### config.mk
export PLATFORM = sky130hd
export DESIGN_NAME = thermal_gated_rgb_duty_unit_flat
export DESIGN_NICKNAME = d
export VERILOG_FILES = /design/src/rtl/tgrd_pkg.sv /design/src/rtl/tgrd_ifs.sv /design/src/rtl/tgrd_front.sv /design/src/rtl/tgrd_div_cell.sv /design/src/rtl/tgrd_back.sv /design/src/rtl/thermal_gated_rgb_duty_unit.sv /design/src/flat_wrapper.sv
export SDC_FILE = /design/constraint.sdc
export NUM_CORES = 1
export LEC_CHECK = 0
export ABC_AREA = 0
export BUFFER_PORTS_ARGS = -buffer_cell sky130_fd_sc_hd__buf_2
export CAP_MARGIN = 30
export CORE_MARGIN = 2
export CORE_UTILIZATION = 40
export DETAILED_ROUTE_END_ITERATION = 6
export GPL_TIMING_DRIVEN = 0
export PLACE_DENSITY_LB_ADDON = 0.05
export SLEW_MARGIN = 20
export SYNTH_ARGS = -nofsm -noshare
export SYNTH_HDL_FRONTEND = slang
export SYNTH_SLANG_ARGS = --single-unit
### constraint.sdc
create_clock -name clock -period 6.1 [get_ports clock]
set_clock_uncertainty 0.1 [all_clocks]
set_input_delay 0.305 -clock clock [delete_from_list [all_inputs] [get_ports clock]]
set_output_delay 0.305 -clock clock [all_outputs]
set_load 0.02 [all_outputs]
### src/rtl/tgrd_pkg.sv
// Package for the thermal-gated RGB duty unit: lane record and fixed constants.
// No dependencies; used by every other file of the block except tgrd_ifs.
package tgrd_pkg;

   localparam int NUM_WIDTH = 16;
   localparam int DIV_WIDTH = 8;
   localparam int CELL_COUNT = NUM_WIDTH;

   localparam logic [15:0] FULL_SCALE  = 16'hFFC0;
   localparam logic [7:0]  CODE_OFFSET = 8'd200;
   localparam logic [16:0] ROUND_HALF  = 17'd128;

   typedef struct packed {
      logic [NUM_WIDTH-1:0] num;
      logic [DIV_WIDTH-1:0] rem;
      logic [NUM_WIDTH-1:0] quo;
      logic [DIV_WIDTH-1:0] div;
      logic [23:0]          frame_bits;
      logic                 frame_complete;
      logic                 divisor_zero;
   } lane_type;

endpackage

### src/rtl/tgrd_ifs.sv
// Channel interfaces of the thermal-gated RGB duty unit: request, response, CSR write.
// No dependencies.
interface tgrd_req_if;
   logic        valid;
   logic        ready;
   logic [23:0] frame_bits;
   logic        frame_complete;
   logic [15:0] vref_before;
   logic [15:0] sensor_reading;
   logic [15:0] vref_after;

   modport source (output valid, frame_bits, frame_complete, vref_before, sensor_reading,
                   vref_after, input ready);
   modport sink (input valid, frame_bits, frame_complete, vref_before, sensor_reading,
                 vref_after, output ready);
endinterface

interface tgrd_rsp_if;
   logic        valid;
   logic        ready;
   logic [15:0] green_duty;
   logic [15:0] red_duty;
   logic [15:0] blue_duty;
   logic [7:0]  temp_code;
   logic        divisor_zero;

   modport source (output valid, green_duty, red_duty, blue_duty, temp_code, divisor_zero,
                   input ready);
   modport sink (input valid, green_duty, red_duty, blue_duty, temp_code, divisor_zero,
                 output ready);
endinterface

interface tgrd_csr_if;
   logic       valid;
   logic       ready;
   logic [7:0] data;

   modport source (output valid, data, input ready);
   modport sink (input valid, data, output ready);
endinterface

### src/rtl/tgrd_front.sv
// Input stage: averages the two reference readings and saturates the numerator.
// Depends on tgrd_pkg and tgrd_req_if.
module tgrd_front (
   input  logic              clock,
   input  logic              reset,
   tgrd_req_if.sink          req_bus,
   output logic              out_valid,
   input  logic              out_ready,
   output tgrd_pkg::lane_type out_lane
);

   logic               valid_ff;
   logic               valid_in;
   tgrd_pkg::lane_type lane_ff;
   tgrd_pkg::lane_type lane_in;
   logic [16:0]        sum;
   logic [7:0]         avg;
   logic               take;

   assign req_bus.ready = !valid_ff || out_ready;
   assign take          = req_bus.valid && req_bus.ready;

   always_comb begin
      sum = {2'b00, req_bus.vref_before[15:1]} + {2'b00, req_bus.vref_after[15:1]}
            + tgrd_pkg::ROUND_HALF;
      avg = sum[15:8];
      lane_in.num = (req_bus.sensor_reading > tgrd_pkg::FULL_SCALE) ? '0
                    : tgrd_pkg::FULL_SCALE - req_bus.sensor_reading;
      lane_in.rem            = '0;
      lane_in.quo            = '0;
      lane_in.div            = avg;
      lane_in.frame_bits     = req_bus.frame_bits;
      lane_in.frame_complete = req_bus.frame_complete;
      lane_in.divisor_zero   = (avg == '0);
      valid_in = take || (valid_ff && !out_ready);
   end

   always_ff @(posedge clock) begin
      if (reset) begin
         valid_ff <= 1'b0;
      end else begin
         valid_ff <= valid_in;
      end
      if (take) begin
         lane_ff <= lane_in;
      end
   end

   assign out_valid = valid_ff;
   assign out_lane  = lane_ff;

endmodule

### src/rtl/tgrd_div_cell.sv
// One restoring-division cell: takes the next numerator bit, yields one quotient bit.
// Depends on tgrd_pkg.
module tgrd_div_cell (
   input  logic               clock,
   input  logic               reset,
   input  logic               in_valid,
   output logic               in_ready,
   input  tgrd_pkg::lane_type in_lane,
   output logic               out_valid,
   input  logic               out_ready,
   output tgrd_pkg::lane_type out_lane
);

   logic                            valid_ff;
   logic                            valid_in;
   tgrd_pkg::lane_type              lane_ff;
   tgrd_pkg::lane_type              lane_in;
   logic [tgrd_pkg::DIV_WIDTH:0]    trial;
   logic [tgrd_pkg::DIV_WIDTH:0]    diff;
   logic                            fits;
   logic                            take;

   assign in_ready = !valid_ff || out_ready;
   assign take     = in_valid && in_ready;

   always_comb begin
      trial   = {in_lane.rem, in_lane.num[tgrd_pkg::NUM_WIDTH-1]};
      diff    = trial - {1'b0, in_lane.div};
      fits    = (trial >= {1'b0, in_lane.div});
      lane_in = in_lane;
      lane_in.num = {in_lane.num[tgrd_pkg::NUM_WIDTH-2:0], 1'b0};
      lane_in.rem = fits ? diff[tgrd_pkg::DIV_WIDTH-1:0] : trial[tgrd_pkg::DIV_WIDTH-1:0];
      lane_in.quo = {in_lane.quo[tgrd_pkg::NUM_WIDTH-2:0], fits};
      valid_in = take || (valid_ff && !out_ready);
   end

   always_ff @(posedge clock) begin
      if (reset) begin
         valid_ff <= 1'b0;
      end else begin
         valid_ff <= valid_in;
      end
      if (take) begin
         lane_ff <= lane_in;
      end
   end

   assign out_valid = valid_ff;
   assign out_lane  = lane_ff;

endmodule

### src/rtl/tgrd_back.sv
// Output stage: temperature code, colour gate and squaring into the response register.
// Depends on tgrd_pkg and tgrd_rsp_if.
module tgrd_back (
   input  logic               clock,
   input  logic               reset,
   input  logic [7:0]         cool_limit,
   input  logic               in_valid,
   output logic               in_ready,
   input  tgrd_pkg::lane_type in_lane,
   tgrd_rsp_if.source         rsp_bus
);

   logic        valid_ff;
   logic        valid_in;
   logic [15:0] green_ff, red_ff, blue_ff;
   logic [7:0]  code_ff;
   logic        zero_ff;
   logic [7:0]  code;
   logic        show;
   logic [7:0]  red, green, blue;
   logic        take;

   assign in_ready = !valid_ff || rsp_bus.ready;
   assign take     = in_valid && in_ready;

   always_comb begin
      code  = in_lane.quo[7:0] - tgrd_pkg::CODE_OFFSET;
      show  = !in_lane.divisor_zero && in_lane.frame_complete && (code >= cool_limit);
      red   = show ? in_lane.frame_bits[7:0]   : '0;
      green = show ? in_lane.frame_bits[15:8]  : '0;
      blue  = show ? in_lane.frame_bits[23:16] : '0;
      valid_in = take || (valid_ff && !rsp_bus.ready);
   end

   always_ff @(posedge clock) begin
      if (reset) begin
         valid_ff <= 1'b0;
      end else begin
         valid_ff <= valid_in;
      end
      if (take) begin
         red_ff   <= {8'h00, red} * {8'h00, red};
         green_ff <= {8'h00, green} * {8'h00, green};
         blue_ff  <= {8'h00, blue} * {8'h00, blue};
         code_ff  <= in_lane.divisor_zero ? '0 : code;
         zero_ff  <= in_lane.divisor_zero;
      end
   end

   assign rsp_bus.valid        = valid_ff;
   assign rsp_bus.red_duty     = red_ff;
   assign rsp_bus.green_duty   = green_ff;
   assign rsp_bus.blue_duty    = blue_ff;
   assign rsp_bus.temp_code    = code_ff;
   assign rsp_bus.divisor_zero = zero_ff;

endmodule

### src/rtl/thermal_gated_rgb_duty_unit.sv
// Thermal-gated RGB duty unit, top level: input stage, division cell chain, output stage.
// Depends on tgrd_pkg, tgrd_ifs, tgrd_front, tgrd_div_cell and tgrd_back.
//
// One frame is taken per cycle while the chain has room; each response passes one input
// stage, a chain of 16 division cells that each resolve one quotient bit, and one
// output register. Every stage holds its beat while the next is full, so the chain
// keeps taking beats as long as any stage ahead has room. cool_limit is written
// through the CSR channel, which is always ready.
module thermal_gated_rgb_duty_unit (
   input logic        clock,
   input logic        reset,
   tgrd_req_if.sink   req_bus,
   tgrd_rsp_if.source rsp_bus,
   tgrd_csr_if.sink   csr_bus
);

   logic [7:0]         cool_limit_ff;
   logic               chain_valid [tgrd_pkg::CELL_COUNT+1];
   logic               chain_ready [tgrd_pkg::CELL_COUNT+1];
   tgrd_pkg::lane_type chain_lane  [tgrd_pkg::CELL_COUNT+1];

   assign csr_bus.ready = 1'b1;

   always_ff @(posedge clock) begin
      if (reset) begin
         cool_limit_ff <= '0;
      end else if (csr_bus.valid) begin
         cool_limit_ff <= csr_bus.data;
      end
   end

   tgrd_front u_front (
      .clock     (clock),
      .reset     (reset),
      .req_bus   (req_bus),
      .out_valid (chain_valid[0]),
      .out_ready (chain_ready[0]),
      .out_lane  (chain_lane[0])
   );

   for (genvar i = 0; i < tgrd_pkg::CELL_COUNT; i++) begin : g_cell
      tgrd_div_cell u_cell (
         .clock     (clock),
         .reset     (reset),
         .in_valid  (chain_valid[i]),
         .in_ready  (chain_ready[i]),
         .in_lane   (chain_lane[i]),
         .out_valid (chain_valid[i+1]),
         .out_ready (chain_ready[i+1]),
         .out_lane  (chain_lane[i+1])
      );
   end

   tgrd_back u_back (
      .clock      (clock),
      .reset      (reset),
      .cool_limit (cool_limit_ff),
      .in_valid   (chain_valid[tgrd_pkg::CELL_COUNT]),
      .in_ready   (chain_ready[tgrd_pkg::CELL_COUNT]),
      .in_lane    (chain_lane[tgrd_pkg::CELL_COUNT]),
      .rsp_bus    (rsp_bus)
   );

   assert property (@(posedge clock) reset |=> !rsp_bus.valid)
      else $error("response valid after reset");

   assert property (@(posedge clock) disable iff (reset)
      rsp_bus.valid && rsp_bus.divisor_zero |->
         rsp_bus.temp_code == '0 && rsp_bus.red_duty == '0 &&
         rsp_bus.green_duty == '0 && rsp_bus.blue_duty == '0)
      else $error("zero divisor beat not dark");

   assert property (@(posedge clock) disable iff (reset)
      rsp_bus.valid && rsp_bus.temp_code < cool_limit_ff |->
         rsp_bus.red_duty == '0 && rsp_bus.green_duty == '0 && rsp_bus.blue_duty == '0)
      else $error("colour shown below cool limit");

endmodule

### src/flat_wrapper.sv
// flat-port wrapper written by rule: the top's interface ports become plain ports
module thermal_gated_rgb_duty_unit_flat 
  (clock, reset, req_bus_valid, req_bus_frame_bits, req_bus_frame_complete, req_bus_vref_before, req_bus_sensor_reading, req_bus_vref_after, req_bus_ready, rsp_bus_valid, rsp_bus_green_duty, rsp_bus_red_duty, rsp_bus_blue_duty, rsp_bus_temp_code, rsp_bus_divisor_zero, rsp_bus_ready, csr_bus_valid, csr_bus_data, csr_bus_ready);
  tgrd_req_if req_bus_i ();
  tgrd_rsp_if rsp_bus_i ();
  tgrd_csr_if csr_bus_i ();
  input logic clock;
  input logic reset;
  input wire logic [$bits(req_bus_i.valid)-1:0] req_bus_valid;
  input wire logic [$bits(req_bus_i.frame_bits)-1:0] req_bus_frame_bits;
  input wire logic [$bits(req_bus_i.frame_complete)-1:0] req_bus_frame_complete;
  input wire logic [$bits(req_bus_i.vref_before)-1:0] req_bus_vref_before;
  input wire logic [$bits(req_bus_i.sensor_reading)-1:0] req_bus_sensor_reading;
  input wire logic [$bits(req_bus_i.vref_after)-1:0] req_bus_vref_after;
  output wire logic [$bits(req_bus_i.ready)-1:0] req_bus_ready;
  output wire logic [$bits(rsp_bus_i.valid)-1:0] rsp_bus_valid;
  output wire logic [$bits(rsp_bus_i.green_duty)-1:0] rsp_bus_green_duty;
  output wire logic [$bits(rsp_bus_i.red_duty)-1:0] rsp_bus_red_duty;
  output wire logic [$bits(rsp_bus_i.blue_duty)-1:0] rsp_bus_blue_duty;
  output wire logic [$bits(rsp_bus_i.temp_code)-1:0] rsp_bus_temp_code;
  output wire logic [$bits(rsp_bus_i.divisor_zero)-1:0] rsp_bus_divisor_zero;
  input wire logic [$bits(rsp_bus_i.ready)-1:0] rsp_bus_ready;
  input wire logic [$bits(csr_bus_i.valid)-1:0] csr_bus_valid;
  input wire logic [$bits(csr_bus_i.data)-1:0] csr_bus_data;
  output wire logic [$bits(csr_bus_i.ready)-1:0] csr_bus_ready;
  assign req_bus_i.valid = req_bus_valid;
  assign req_bus_i.frame_bits = req_bus_frame_bits;
  assign req_bus_i.frame_complete = req_bus_frame_complete;
  assign req_bus_i.vref_before = req_bus_vref_before;
  assign req_bus_i.sensor_reading = req_bus_sensor_reading;
  assign req_bus_i.vref_after = req_bus_vref_after;
  assign req_bus_ready = req_bus_i.ready;
  assign rsp_bus_valid = rsp_bus_i.valid;
  assign rsp_bus_green_duty = rsp_bus_i.green_duty;
  assign rsp_bus_red_duty = rsp_bus_i.red_duty;
  assign rsp_bus_blue_duty = rsp_bus_i.blue_duty;
  assign rsp_bus_temp_code = rsp_bus_i.temp_code;
  assign rsp_bus_divisor_zero = rsp_bus_i.divisor_zero;
  assign rsp_bus_i.ready = rsp_bus_ready;
  assign csr_bus_i.valid = csr_bus_valid;
  assign csr_bus_i.data = csr_bus_data;
  assign csr_bus_ready = csr_bus_i.ready;
  thermal_gated_rgb_duty_unit u_core (.clock(clock), .reset(reset), .req_bus(req_bus_i), .rsp_bus(rsp_bus_i), .csr_bus(csr_bus_i));
endmodule
# [Word level (Yosys, flattened, before mapping)]
# Index checks and enable logic that the tools add are counted.
# Widths: inputs -> output; s select.
[word_totals] register_bits=945 input_bits=86 output_inout_bits=60 elab_cells=301
[op_classes] add_sub_neg=19 multipliers=3 order_cmp=18 n_mux=18 reduce_logical=112
[op_table] op="$mux 8" n=17
[op_table] op="$ge 9x8->1" n=15
[op_table] op="$sub 8x8->8" n=14
[op_table] op="$mul 8x8->16" n=3
[op_table] op="$logic_and 1x1->1" n=38
[op_table] op="$logic_not 1->1" n=37
[op_table] op="$logic_or 1x1->1" n=36
[op_table] op="$add 15x15->16" n=1
[op_table] op="$add 16x8->16 const B" n=1
[op_table] op="$gt 16x16->1 const B" n=1
[op_table] op="$sub 16x16->16 const A" n=1
[op_table] op="$ge 1x8->1" n=1
[op_table] op="$ge 8x8->1" n=1
[op_table] op="$logic_not 8->1" n=1
[op_table] op="$sub 1x8->8" n=1
[op_table] op="$sub 8x8->8 const B" n=1
[op_table] op="$mux 1" n=1

# [Depth between registers and ports, before layout]
# Gate-level depths: netlist of run 1.
[logic_depth] depth_word=21 ltp_mapped=29 mapped_depth_nobuf=27

# [By module]
# A second synthesis of run 1 with hierarchy kept.
[unflattened] hier_cells=3339 hier_area_um2=54468.5
[modules_own_cells] module="tgrd_div_cell (u_core.g_cell[0].u_cell ...)" n_inst=14 cells_per_inst=149 area_each_um2=2765.2 seq_area_each_um2=2212.1
[modules_own_cells] module="tgrd_back" n_inst=1 cells_per_inst=701 area_each_um2=7068.0 seq_area_each_um2=1641.6
[modules_own_cells] module="tgrd_div_cell (u_core.g_cell[8].u_cell ...)" n_inst=2 cells_per_inst=145 area_each_um2=2772.7 seq_area_each_um2=2212.1
[modules_own_cells] module="tgrd_front" n_inst=1 cells_per_inst=234 area_each_um2=2846.5 seq_area_each_um2=1521.5
[modules_own_cells] module="thermal_gated_rgb_duty_unit" n_inst=1 cells_per_inst=28 area_each_um2=296.5 seq_area_each_um2=160.2

# [Worst setup path before layout of run 1]
# Ideal clock, no wire load.
[synth_timing] kind="reg2reg" start="register u_core.g_cell[15].u_cell.lane_ff, in the netlist u_core.g_cell[15].u_cell.out_lane[37]" end="register u_core.u_back.green_ff[14] (netlist: u_core.u_back.rsp_bus.green_duty[14]) (data pin)" setup_time_ps=258 t_arrival_ps=5816 required_ps=5742 setup_slack_ps=-74 path_stages_with_launch=26 n_path_buf=2 period_less_slack_ps=6174 path_cell_list="edfxtp_1 -> inv_1 -> ha_1 -> xor2_1 -> ha_1 -> a21o_1 -> a21oi_1 -> o21ai_1 -> a21o_1 -> and2_1 -> clkbuf_1 -> clkbuf_1 -> and3_1 -> fa_1 -> inv_1 -> fa_1 -> fa_1 -> fa_1 -> inv_1 -> ha_1 -> a21o_1 -> a31oi_1 -> o21ai_0 -> nor4_1 -> or3b_2 -> xnor2_1"
[synth_between] elab_chain_len=5
[synth_lines] element="start, declared" line_no="tgrd_div_cell.sv:16" text="tgrd_pkg::lane_type lane_ff;"
[synth_lines] element="start signal, assigned" line_no="tgrd_div_cell.sv:44" text="lane_ff <= lane_in;"
[synth_lines] element="$sub 8x8->8" line_no="tgrd_back.sv:27" text="code = in_lane.quo[7:0] - tgrd_pkg::CODE_OFFSET;"
[synth_lines] element="named net u_core.u_back.code[3]" line_no="tgrd_back.sv:18" text="logic [7:0] code;"
[synth_lines] element="$ge 8x8->1" line_no="tgrd_back.sv:28" text="show = !in_lane.divisor_zero && in_lane.frame_complete && (code >= cool_limit);"
[synth_lines] element="$logic_and 1x1->1" line_no="tgrd_back.sv:28"
[synth_lines] element="$mux 8" line_no="tgrd_back.sv:30" text="green = show ? in_lane.frame_bits[15:8] : '0;"
[synth_lines] element="$mul 8x8->16" line_no="tgrd_back.sv:43" text="green_ff <= {8'h00, green} * {8'h00, green};"
[synth_lines] element="end signal, assigned" line_no="tgrd_back.sv:43"
[synth_lines] element="end, declared" line_no="tgrd_back.sv:15" text="logic [15:0] green_ff, red_ff, blue_ff;"
# The timed path passes the listed nets, and every way through them passes these cells.
# A chain may end at the register's enable or synchronous reset.

# [Final worst setup path of run 1]
# Ends and elaborated chain as after synthesis.

==> run summary, run 1 <==
The flow ran to the end, but the final reports show violations. The final reports fail on setup timing. In the final layout, the share of cells above drive strength 1 is 0.175. The number of antenna diodes in the final layout is 0. Counting stages on the worst path, the most repeated cell is sky130_fd_sc_hd__fa_1. For this design the total switching power over the nets is 0.00272 W. The starting density of the core came out at 0.403. The number of I/O pins is 146.

The delay of the slowest critical-path stage is 560 ps. The worst hold-check slack is 52.6 ps. The worst setup path is of the reg -> reg kind. The signal on the critical path passes through inv_2 > ha_4 > xor2_2 > ha_1 > a21o_1 > a21oi_2 > o21ai_2 > a21o_1 > clkbuf_8 > clkbuf_2 > and3_1 > fa_1 > inv_2 > fa_1 > fa_1 > fa_1 > inv_2 > ha_4 > a21o_1 > a31oi_2 > o21ai_2 > nor4_2 > or3b_4 > xnor2_2. In this run the clock root is driven by a sky130_fd_sc_hd__clkbuf_16.

The yosys synthesis warning count is 0. The combined buffer and inverter count along the critical path came out at 5. The total of flip-flops plus latches after synthesis came out at 942. The source-to-sink clock delay at the later pin of the worst-skew pair is 670 ps.

The count of distinct cell types in the synthesized netlist came out at 57. Global routing finished with a remaining overflow of 0. The largest net degree at the start of global routing is 53. The final-report hold violation count came out at 0. The path class of the tightest hold or removal check is in -> reg. The count of endpoints failing setup in the final report is 1. Counting the buffers created by CTS gives 101. The worst supply voltage drop on vdd is 0.225 mV. Yosys mapped a number of flops with a built-in enable equal to 916. From bottom edge to top edge, the die measures 324 um.

The total clock sinks is 942. The tool flagged a number of max-cap violations equal to 0. The cell type group with the largest total delay on the critical path is adder cells. The mean number of vias per cell is 4.66. Of the post-synthesis cell area, the dominant cell type holds 0.671. In this run the cell area of the synthesized design comes to 0.0410 mm^2. At the pin with the least slew margin, the transition time is 951 ps.

The count of input and output buffers is 137. STA classifies the critical path startpoint as a flip-flop. The total detailed-routing wirelength came out at 64,400 um. Among all flip-flop cells after synthesis, the most frequent one is sky130_fd_sc_hd__edfxtp_1. Measured on the finished design, the core utilization comes to 0.478. The post-CTS clock slew at the launch and capture registers of the worst setup and hold paths is 60 ps.

Of all cell types, the one taking the most synthesized area is sky130_fd_sc_hd__edfxtp_1. The data arrival time at the worst-slack endpoint came out at 6470 ps. In this run the remaining antenna-violating nets after routing total 0.

The number of nets at the end of the flow came out at 3,406. The count of fill cells added during filler insertion is 8,725. The DRC violation total after the first TritonRoute iteration is 803. The die outline width is 324 um. The maximum clock frequency came out at 163 MHz.

Along the worst path, the maximum fanout reaches 10. The worst path in the final design needs a cycle of 6150 ps, including I/O delays and setup. The die area is 0.105 mm^2. The fraction of power consumed by the clock network is 0.440.

The TritonCTS clock tree is done. Of the synthesized area, sequential elements account for 0.684. The post-synthesis instance total came out at 2,653. The first-pass GRT wire length came out at 108,000 um. The placed wire-length estimate is 46,700 um. After layout, the worst setup slack is -49.6 ps.

The number of remaining DRC errors came out at 0. The vias after detailed routing came out at 20,700. The placement row count came out at 117. Yosys attributes the largest share of cell area to sky130_fd_sc_hd__edfxtp_1 67%, sky130_fd_sc_hd__ha_1 7.4%, sky130_fd_sc_hd__fa_1 4.2%, sky130_fd_sc_hd__inv_1 2.9%, sky130_fd_sc_hd__xnor2_1 2.0%. The design internal power is 0.0108 W. The library cell contributing the largest single delay on the critical path is sky130_fd_sc_hd__fa_1. The number of antenna violations at the first check in global routing came out at 0. The post-route clock period utilization came out at 1.01. STA classifies the critical path endpoint as a flip-flop. The final number of max-transition violations is 0. The via count of the first global-routing pass came out at 21,600. The worst relative slew slack came out at 0.361.

Setup repair after global routing could not meet its margin everywhere. The layout overhead on the synthesized area is 18.6%. The length of the first detailed-routing pass in iterations is 5. The routability congestion estimate from global placement came out at 0.831. The fraction of power spent switching nets came out at 0.201. Of all flip-flops after synthesis, the portion carrying an async set or reset was 0. The static leakage came out at 18.4 nW.

The number of H-tree levels came out at 3. The area of the core region came out at 0.102 mm^2. The average instance in the mapped netlist occupies 15.5 um^2. The required time at the endpoint of the critical path came out at 6420 ps.

No sink is reached through more buffers than the 3 on the longest clock path. The total track usage came out at 0.127. The power density over cell area came out at 279 mW/mm^2. The share of total power dissipated in sequential elements is 0.530. The mean routed wirelength per cell came out at 14.5 um. Of the total power, combinational logic draws 0.030.
power groups by stage:
stage / combinational, W / clock [W] / sequential (W)
2_1_floorplan: 0.000264 / 0 / 0.00731
3_3_place_gp: 0.000354 / 0 / 0.00733
3_5_place_dp: 0.000378 / 0 / 0.00733
4_1_cts: 0.000414 / 0.00619 / 0.00719
5_1_grt: 0.000468 / 0.00644 / 0.00720
6_report: 0.000412 / 0.00596 / 0.00719
routing by layer:
metal	vias up	global-route usage	routed length (um)
li1	10300	-	-
met1	9974	0.154	28000
met2	300	0.223	32300
met3	128	0.0273	2430
met4	0	0.0428	1710
met5	-	0	0
registers in the layout, summed over array words and instances (netlist names):
signal and flops:
u_core.g_cell.u_cell.out_valid 16, u_core.u_front.out_valid 1, u_core.u_back.rsp_bus.green_duty 15, u_core.u_back.rsp_bus.blue_duty 15, u_core.u_back.rsp_bus.valid 1, u_core.u_back.rsp_bus.temp_code 8
u_core.u_back.rsp_bus.red_duty 15, u_core.u_front.out_lane 50, u_core.cool_limit_ff 8, u_core.u_back.rsp_bus.divisor_zero 1, u_core.g_cell.u_cell.out_lane 812
logic make-up (layout without fill, tap and decap cells):
family | after synthesis | in the layout | synth area share
flip-flops | 942 | 942 | 0.684
AND/OR/NAND/NOR | 509 | 509 | 0.0642
buffers and inverters | 347 | 762 | 0.0321
adder cells (fa/ha/maj) | 331 | 331 | 0.117
AO/OA/AOI/OAI | 283 | 283 | 0.0462
XOR/XNOR | 127 | 127 | 0.0271
multiplexers | 112 | 112 | 0.0295
other | 2 | 6 | 0.000183
stage by stage:
| stage | setup WS [ps] | TNS, ps | power (W) | cell area (um^2) | std cells |
|---|---|---|---|---|---|
| finish | -49.6 | -49.6 | 0.0136 | 48600 | 4440 |
| CTS | -3.74 | -3.74 | 0.0138 | 48300 | 4433 |
| global route | -265 | -792 | 0.0141 | 48600 | 4440 |
| floorplan | 52.8 | 0 | 0.00757 | 41000 | 2657 |
| detailed placement | -1010 | -13990 | 0.00770 | 44200 | 4187 |
| global placement | -1600 | -145350 | 0.00769 | 43400 | 4162 |
what timing repair did:
action | 4_1_cts | 5_1_grt
pin swaps | 18 | 36
hold endpoints to repair | 53 | 0
endpoints found under the setup margin | 26 | 18
hold buffers | 55 | 0
buffers inserted | 8 | 8
resized for setup | 59 | 60
synthesized netlist by cell type (30+ instances only):
master / instances
sky130_fd_sc_hd__nor2_1: 142
sky130_fd_sc_hd__xnor2_1: 94
sky130_fd_sc_hd__fa_1: 87
sky130_fd_sc_hd__mux2i_1: 42
sky130_fd_sc_hd__xor2_1: 33
sky130_fd_sc_hd__nand4_1: 36
sky130_fd_sc_hd__o21ai_0: 51
sky130_fd_sc_hd__nor3_1: 31
sky130_fd_sc_hd__inv_1: 317
sky130_fd_sc_hd__mux2_2: 70
sky130_fd_sc_hd__ha_1: 244
sky130_fd_sc_hd__a21o_1: 30
sky130_fd_sc_hd__edfxtp_1: 916
sky130_fd_sc_hd__nand2_1: 70
sky130_fd_sc_hd__and3_1: 63
sky130_fd_sc_hd__o21a_1: 35
sky130_fd_sc_hd__a21oi_1: 80
sky130_fd_sc_hd__nor2b_1: 54
cell type report:
cell class / count / area (um^2) / area share
Sequential cell: 942 / 28000 / 0.576
Multi-Input combinational cell: 1368 / 12200 / 0.252
Clock buffer: 127 / 2710 / 0.0557
Timing Repair Buffer: 234 / 1980 / 0.0407
Tap cell: 1368 / 1710 / 0.0352
Inverter: 318 / 1190 / 0.0245
Clock inverter: 59 / 574 / 0.0118
Buffer: 24 / 196 / 0.00404
worst min-delay path, cell delays in order:
cell,delay (ps)
sky130_fd_sc_hd__clkbuf_1,230
sky130_fd_sc_hd__mux2i_1,180
sky130_fd_sc_hd__nor2_1,70
final timing paths:
kind	endpoint	cells past startpoint	slack, ps	start
worst max-delay path	u_core.u_back.rsp_bus.green_duty[14]$_DFFE_PP_	24	-50	u_core.g_cell[15].u_cell.out_lane[37]$_DFFE_PP_
worst min-delay path	u_core.cool_limit_ff[0]$_SDFFE_PP0P_	3	50	csr_bus_valid
worst max register to register	u_core.u_back.rsp_bus.green_duty[14]$_DFFE_PP_	24	-50	u_core.g_cell[15].u_cell.out_lane[37]$_DFFE_PP_
worst min register to register	u_core.g_cell[10].u_cell.out_lane[71]$_DFFE_PP_	0	300	u_core.g_cell[9].u_cell.out_lane[70]$_DFFE_PP_
layout by cell type (no fill, tap or decap), types with 17 or more instances in the layout:
master and count:
sky130_fd_sc_hd__mux2_2 70, sky130_fd_sc_hd__and3_1 50, sky130_fd_sc_hd__nor2_1 140, sky130_fd_sc_hd__o21ai_0 49
sky130_fd_sc_hd__nand2b_1 18, sky130_fd_sc_hd__ha_1 230, sky130_fd_sc_hd__a21o_1 30, sky130_fd_sc_hd__buf_2 138
sky130_fd_sc_hd__edfxtp_1 916, sky130_fd_sc_hd__clkbuf_16 105, sky130_fd_sc_hd__mux2i_1 42, sky130_fd_sc_hd__nor3_1 30
sky130_fd_sc_hd__dfxtp_1 26, sky130_fd_sc_hd__dlygate4sd3_1 55, sky130_fd_sc_hd__nand2_1 66, sky130_fd_sc_hd__and2_1 23
sky130_fd_sc_hd__clkbuf_1 29, sky130_fd_sc_hd__buf_4 20, sky130_fd_sc_hd__fa_1 80, sky130_fd_sc_hd__nor2b_1 44
sky130_fd_sc_hd__o21a_1 34, sky130_fd_sc_hd__clkinv_2 17, sky130_fd_sc_hd__xnor2_1 91, sky130_fd_sc_hd__nor4_1 17
sky130_fd_sc_hd__nand4_1 36, sky130_fd_sc_hd__a21oi_1 65, sky130_fd_sc_hd__xor2_1 32, sky130_fd_sc_hd__inv_1 308
sky130_fd_sc_hd__clkinv_1 19, sky130_fd_sc_hd__nand3_1 22, sky130_fd_sc_hd__a21boi_0 24
Note: power is estimated with default switching activity, not from simulation.
==> run 2: changes to the inputs <==
Settings changed: SYNTH_HIERARCHICAL from default to 1.
==> run summary, run 2 <==
The flow ran to the end, and the final reports show no timing, DRC or antenna violations. The clock period minus worst slack came out at 6010 ps (-139 ps). The number of nets at the end of the flow came to 3,658 (+7.4%). The residual overflow from global routing came to 0 (unchanged). The starting density of the core is 0.403 (about the same). The static leakage came to 19.5 nW (+6.0%). The count of maximum capacitance violations is 0 (unchanged). The non-filler instance count after layout came out at 4,722 (+6.4%).

The category of the worst setup path launch point is a flip-flop. The most common cell after layout, fill and taps aside is sky130_fd_sc_hd__edfxtp_1. The count of inserted antenna diode cells came out at 0 (unchanged).

The post-route clock period utilization is 0.985 (-0.0229). The data arrival time at the worst-slack endpoint is 6320 ps (-150 ps). The power density over cell area came out at 275 mW/mm^2 (-1.4%). The first-pass GRT wire length came out at 121,000 um (+12%). The worst setup path is of the reg -> reg kind.

The worst supply voltage drop on vdd is 0.197 mV (-13%). The DRC violation total after the first TritonRoute iteration is 1,184 (+47%). The placed wire-length estimate is 52,100 um (+12%). The placement row count came to 120 (+2.6%). The count of input and output buffers is 138 (+0.73%). The via count of the first global-routing pass is 24,100 (+12%). The fraction of final layout cells sized beyond drive strength 1 is 0.193 (+0.0183). The worst relative slew slack came out at 0.500 (+0.139). The worst-margin pin slew came out at 750 ps (-201 ps).

The setup TNS is 0 ps (+49.6 ps). The maximum count of clock buffers along a single path is 3 (unchanged). The number of cells on the worst hold path came to 2 (-1). The largest net degree at the start of global routing came out at 55 (+3.8%). In the layout the commonest cells are 916 x sky130_fd_sc_hd__edfxtp_1, 333 x sky130_fd_sc_hd__inv_1, 235 x sky130_fd_sc_hd__ha_1, 166 x sky130_fd_sc_hd__buf_2, 105 x sky130_fd_sc_hd__clkbuf_16. The final number of max-transition violations is 0 (unchanged). The die outline width came out at 332 um (+2.6%). The number of I/O pins is 146 (unchanged). The vias after detailed routing is 23,200 (+12%). The post-synthesis instance area is 0.0432 mm^2 (+5.3%). The tree is rooted in a sky130_fd_sc_hd__clkbuf_16.

The flip-flop count of the largest register after layout came out at 812 (unchanged). The final-report hold violation count was 0 (unchanged). The kind of end point of the critical path is a flip-flop.

The total track usage is 0.133 (+0.00619). The logic depth of the worst register-to-register path was 26 (+8.3%). The path class of the tightest hold or removal check is in -> reg. The routability congestion estimate from global placement came out at 0.821 (-1.2%). The final worst-path setup slack came out at 89.9 ps (+139 ps).

The area of the core region was 0.107 mm^2 (+5.2%). The count of endpoints failing setup in the final report is 0 (-1). The TritonCTS clock tree is done. The number of remaining DRC errors is 0 (unchanged). The number of H-tree levels is 3 (unchanged). The layout overhead on the synthesized area is 17.5%. The post-CTS clock slew at the launch and capture registers of the worst setup and hold paths is 60 ps (about the same). The number of cells in the design after placement is 4,451 (+6.3%).

The mean number of vias per cell is 4.91 (+5.2%). The die span in y is 332 um (+2.6%). The length of the first detailed-routing pass in iterations was 7 (+2).

The source-to-sink clock delay at the later pin of the worst-skew pair is 680 ps (about the same). Setup repair after global routing could not meet its margin everywhere. The post-synthesis instance total is 2,888 (+8.9%). The mean cell area of the mapped netlist is 14.9 um^2 (-3.3%). The total CTS buffers came to 102 (+0.99%).

The minimum setup slack after placement came to -961 ps (+45.0 ps). The number of antenna violations at the first check in global routing came out at 0 (unchanged). The final antenna-violating net count was 0 (unchanged). The total detailed-routing wirelength is 73,500 um (+14%). The largest fanout on the critical path came out at 10 (unchanged).

The die area came to 0.111 mm^2 (+5.2%). The yosys synthesis warning count is 6 (+6). The maximum clock frequency is 166 MHz (+2.3%). The total clock sinks came to 942 (unchanged).

The mean routed wirelength per cell came out at 15.6 um (+7.3%). The required time at the endpoint of the critical path is 6410 ps (about the same).
==> run 2: metal layers <==
layer | GRT usage | share of wire | vias to the layer above
met1 | 0.164 | 0.44 | 11300
met3 | 0.0257 | 0.042 | 134
met5 | 0 | 0 | -
met2 | 0.232 | 0.50 | 419
li1 | - | - | 11300
met4 | 0.0465 | 0.024 | 0
==> run 2: critical path, cell delays in order (launching register included) <==
cell and delay [ps]:
sky130_fd_sc_hd__edfxtp_1 410, sky130_fd_sc_hd__inv_2 90, sky130_fd_sc_hd__ha_4 140, sky130_fd_sc_hd__xor2_2 160, sky130_fd_sc_hd__ha_1 270, sky130_fd_sc_hd__a21o_1 160
sky130_fd_sc_hd__a21o_1 200, sky130_fd_sc_hd__a221oi_4 260, sky130_fd_sc_hd__buf_6 160, sky130_fd_sc_hd__nor2b_4 50, sky130_fd_sc_hd__buf_4 160, sky130_fd_sc_hd__buf_6 150
sky130_fd_sc_hd__and3_4 200, sky130_fd_sc_hd__fa_1 520, sky130_fd_sc_hd__xnor2_2 170, sky130_fd_sc_hd__xnor2_2 150, sky130_fd_sc_hd__fa_1 540, sky130_fd_sc_hd__inv_1 50
sky130_fd_sc_hd__fa_1 530, sky130_fd_sc_hd__inv_1 60, sky130_fd_sc_hd__ha_4 260, sky130_fd_sc_hd__o21ai_2 90, sky130_fd_sc_hd__o21bai_4 110, sky130_fd_sc_hd__a2111oi_4 390
sky130_fd_sc_hd__buf_4 170, sky130_fd_sc_hd__a21oi_1 40, sky130_fd_sc_hd__xor2_1 160
==> run 2: what timing repair did <==
action	in CTS	in global routing
resized for setup	36	85
endpoints found under the hold margin	52	0
endpoints found under the setup margin	24	19
cloned	1	1
hold buffers	60	0
pin swaps	15	51
setup buffers	11	8
==> run 2: final cells by class <==
type	instances	area [um^2]
plain buffers	65	449
clock buffers	134	2810
clock inverters	56	641
fillers	9280	56300
inverters	344	1290
multi-input cells	1548	14000
flip-flops and latches	942	28000
well taps	1403	1760
repair buffers	230	1720
==> run 2: through the flow <==
step           cell area [um^2]  hold slack (ps)  utilization  total power [W]
2_1_floorplan             43200              274            -          0.00767
3_3_place_gp              45700              300        0.427          0.00780
3_5_place_dp              46000              305        0.429          0.00781
4_1_cts                   50300             13.1        0.470           0.0142
5_1_grt                   50700             46.8        0.474           0.0145
6_report                  50700             46.8        0.474           0.0139
==> run 2: final timing paths <==
kind,from,to,slack (ps)
max,u_core/g_cell[15].u_cell/out_lane[38]$_DFFE_PP_,u_core/u_back/rsp_bus.blue_duty[11]$_DFFE_PP_,90
min,reset,u_core/u_front/out_valid$_SDFF_PP0_,50
max reg2reg,u_core/g_cell[15].u_cell/out_lane[38]$_DFFE_PP_,u_core/u_back/rsp_bus.blue_duty[11]$_DFFE_PP_,90
min reg2reg,u_core/g_cell[5].u_cell/out_lane[2]$_DFFE_PP_,u_core/g_cell[6].u_cell/out_lane[2]$_DFFE_PP_,300
==> run 2: power breakdown <==
part           leakage (nW)  switching (W)  internal (W)
sequential             8.57      0.0000282       0.00711
clock                  1.68        0.00247       0.00375
combinational          9.24       0.000313      0.000274
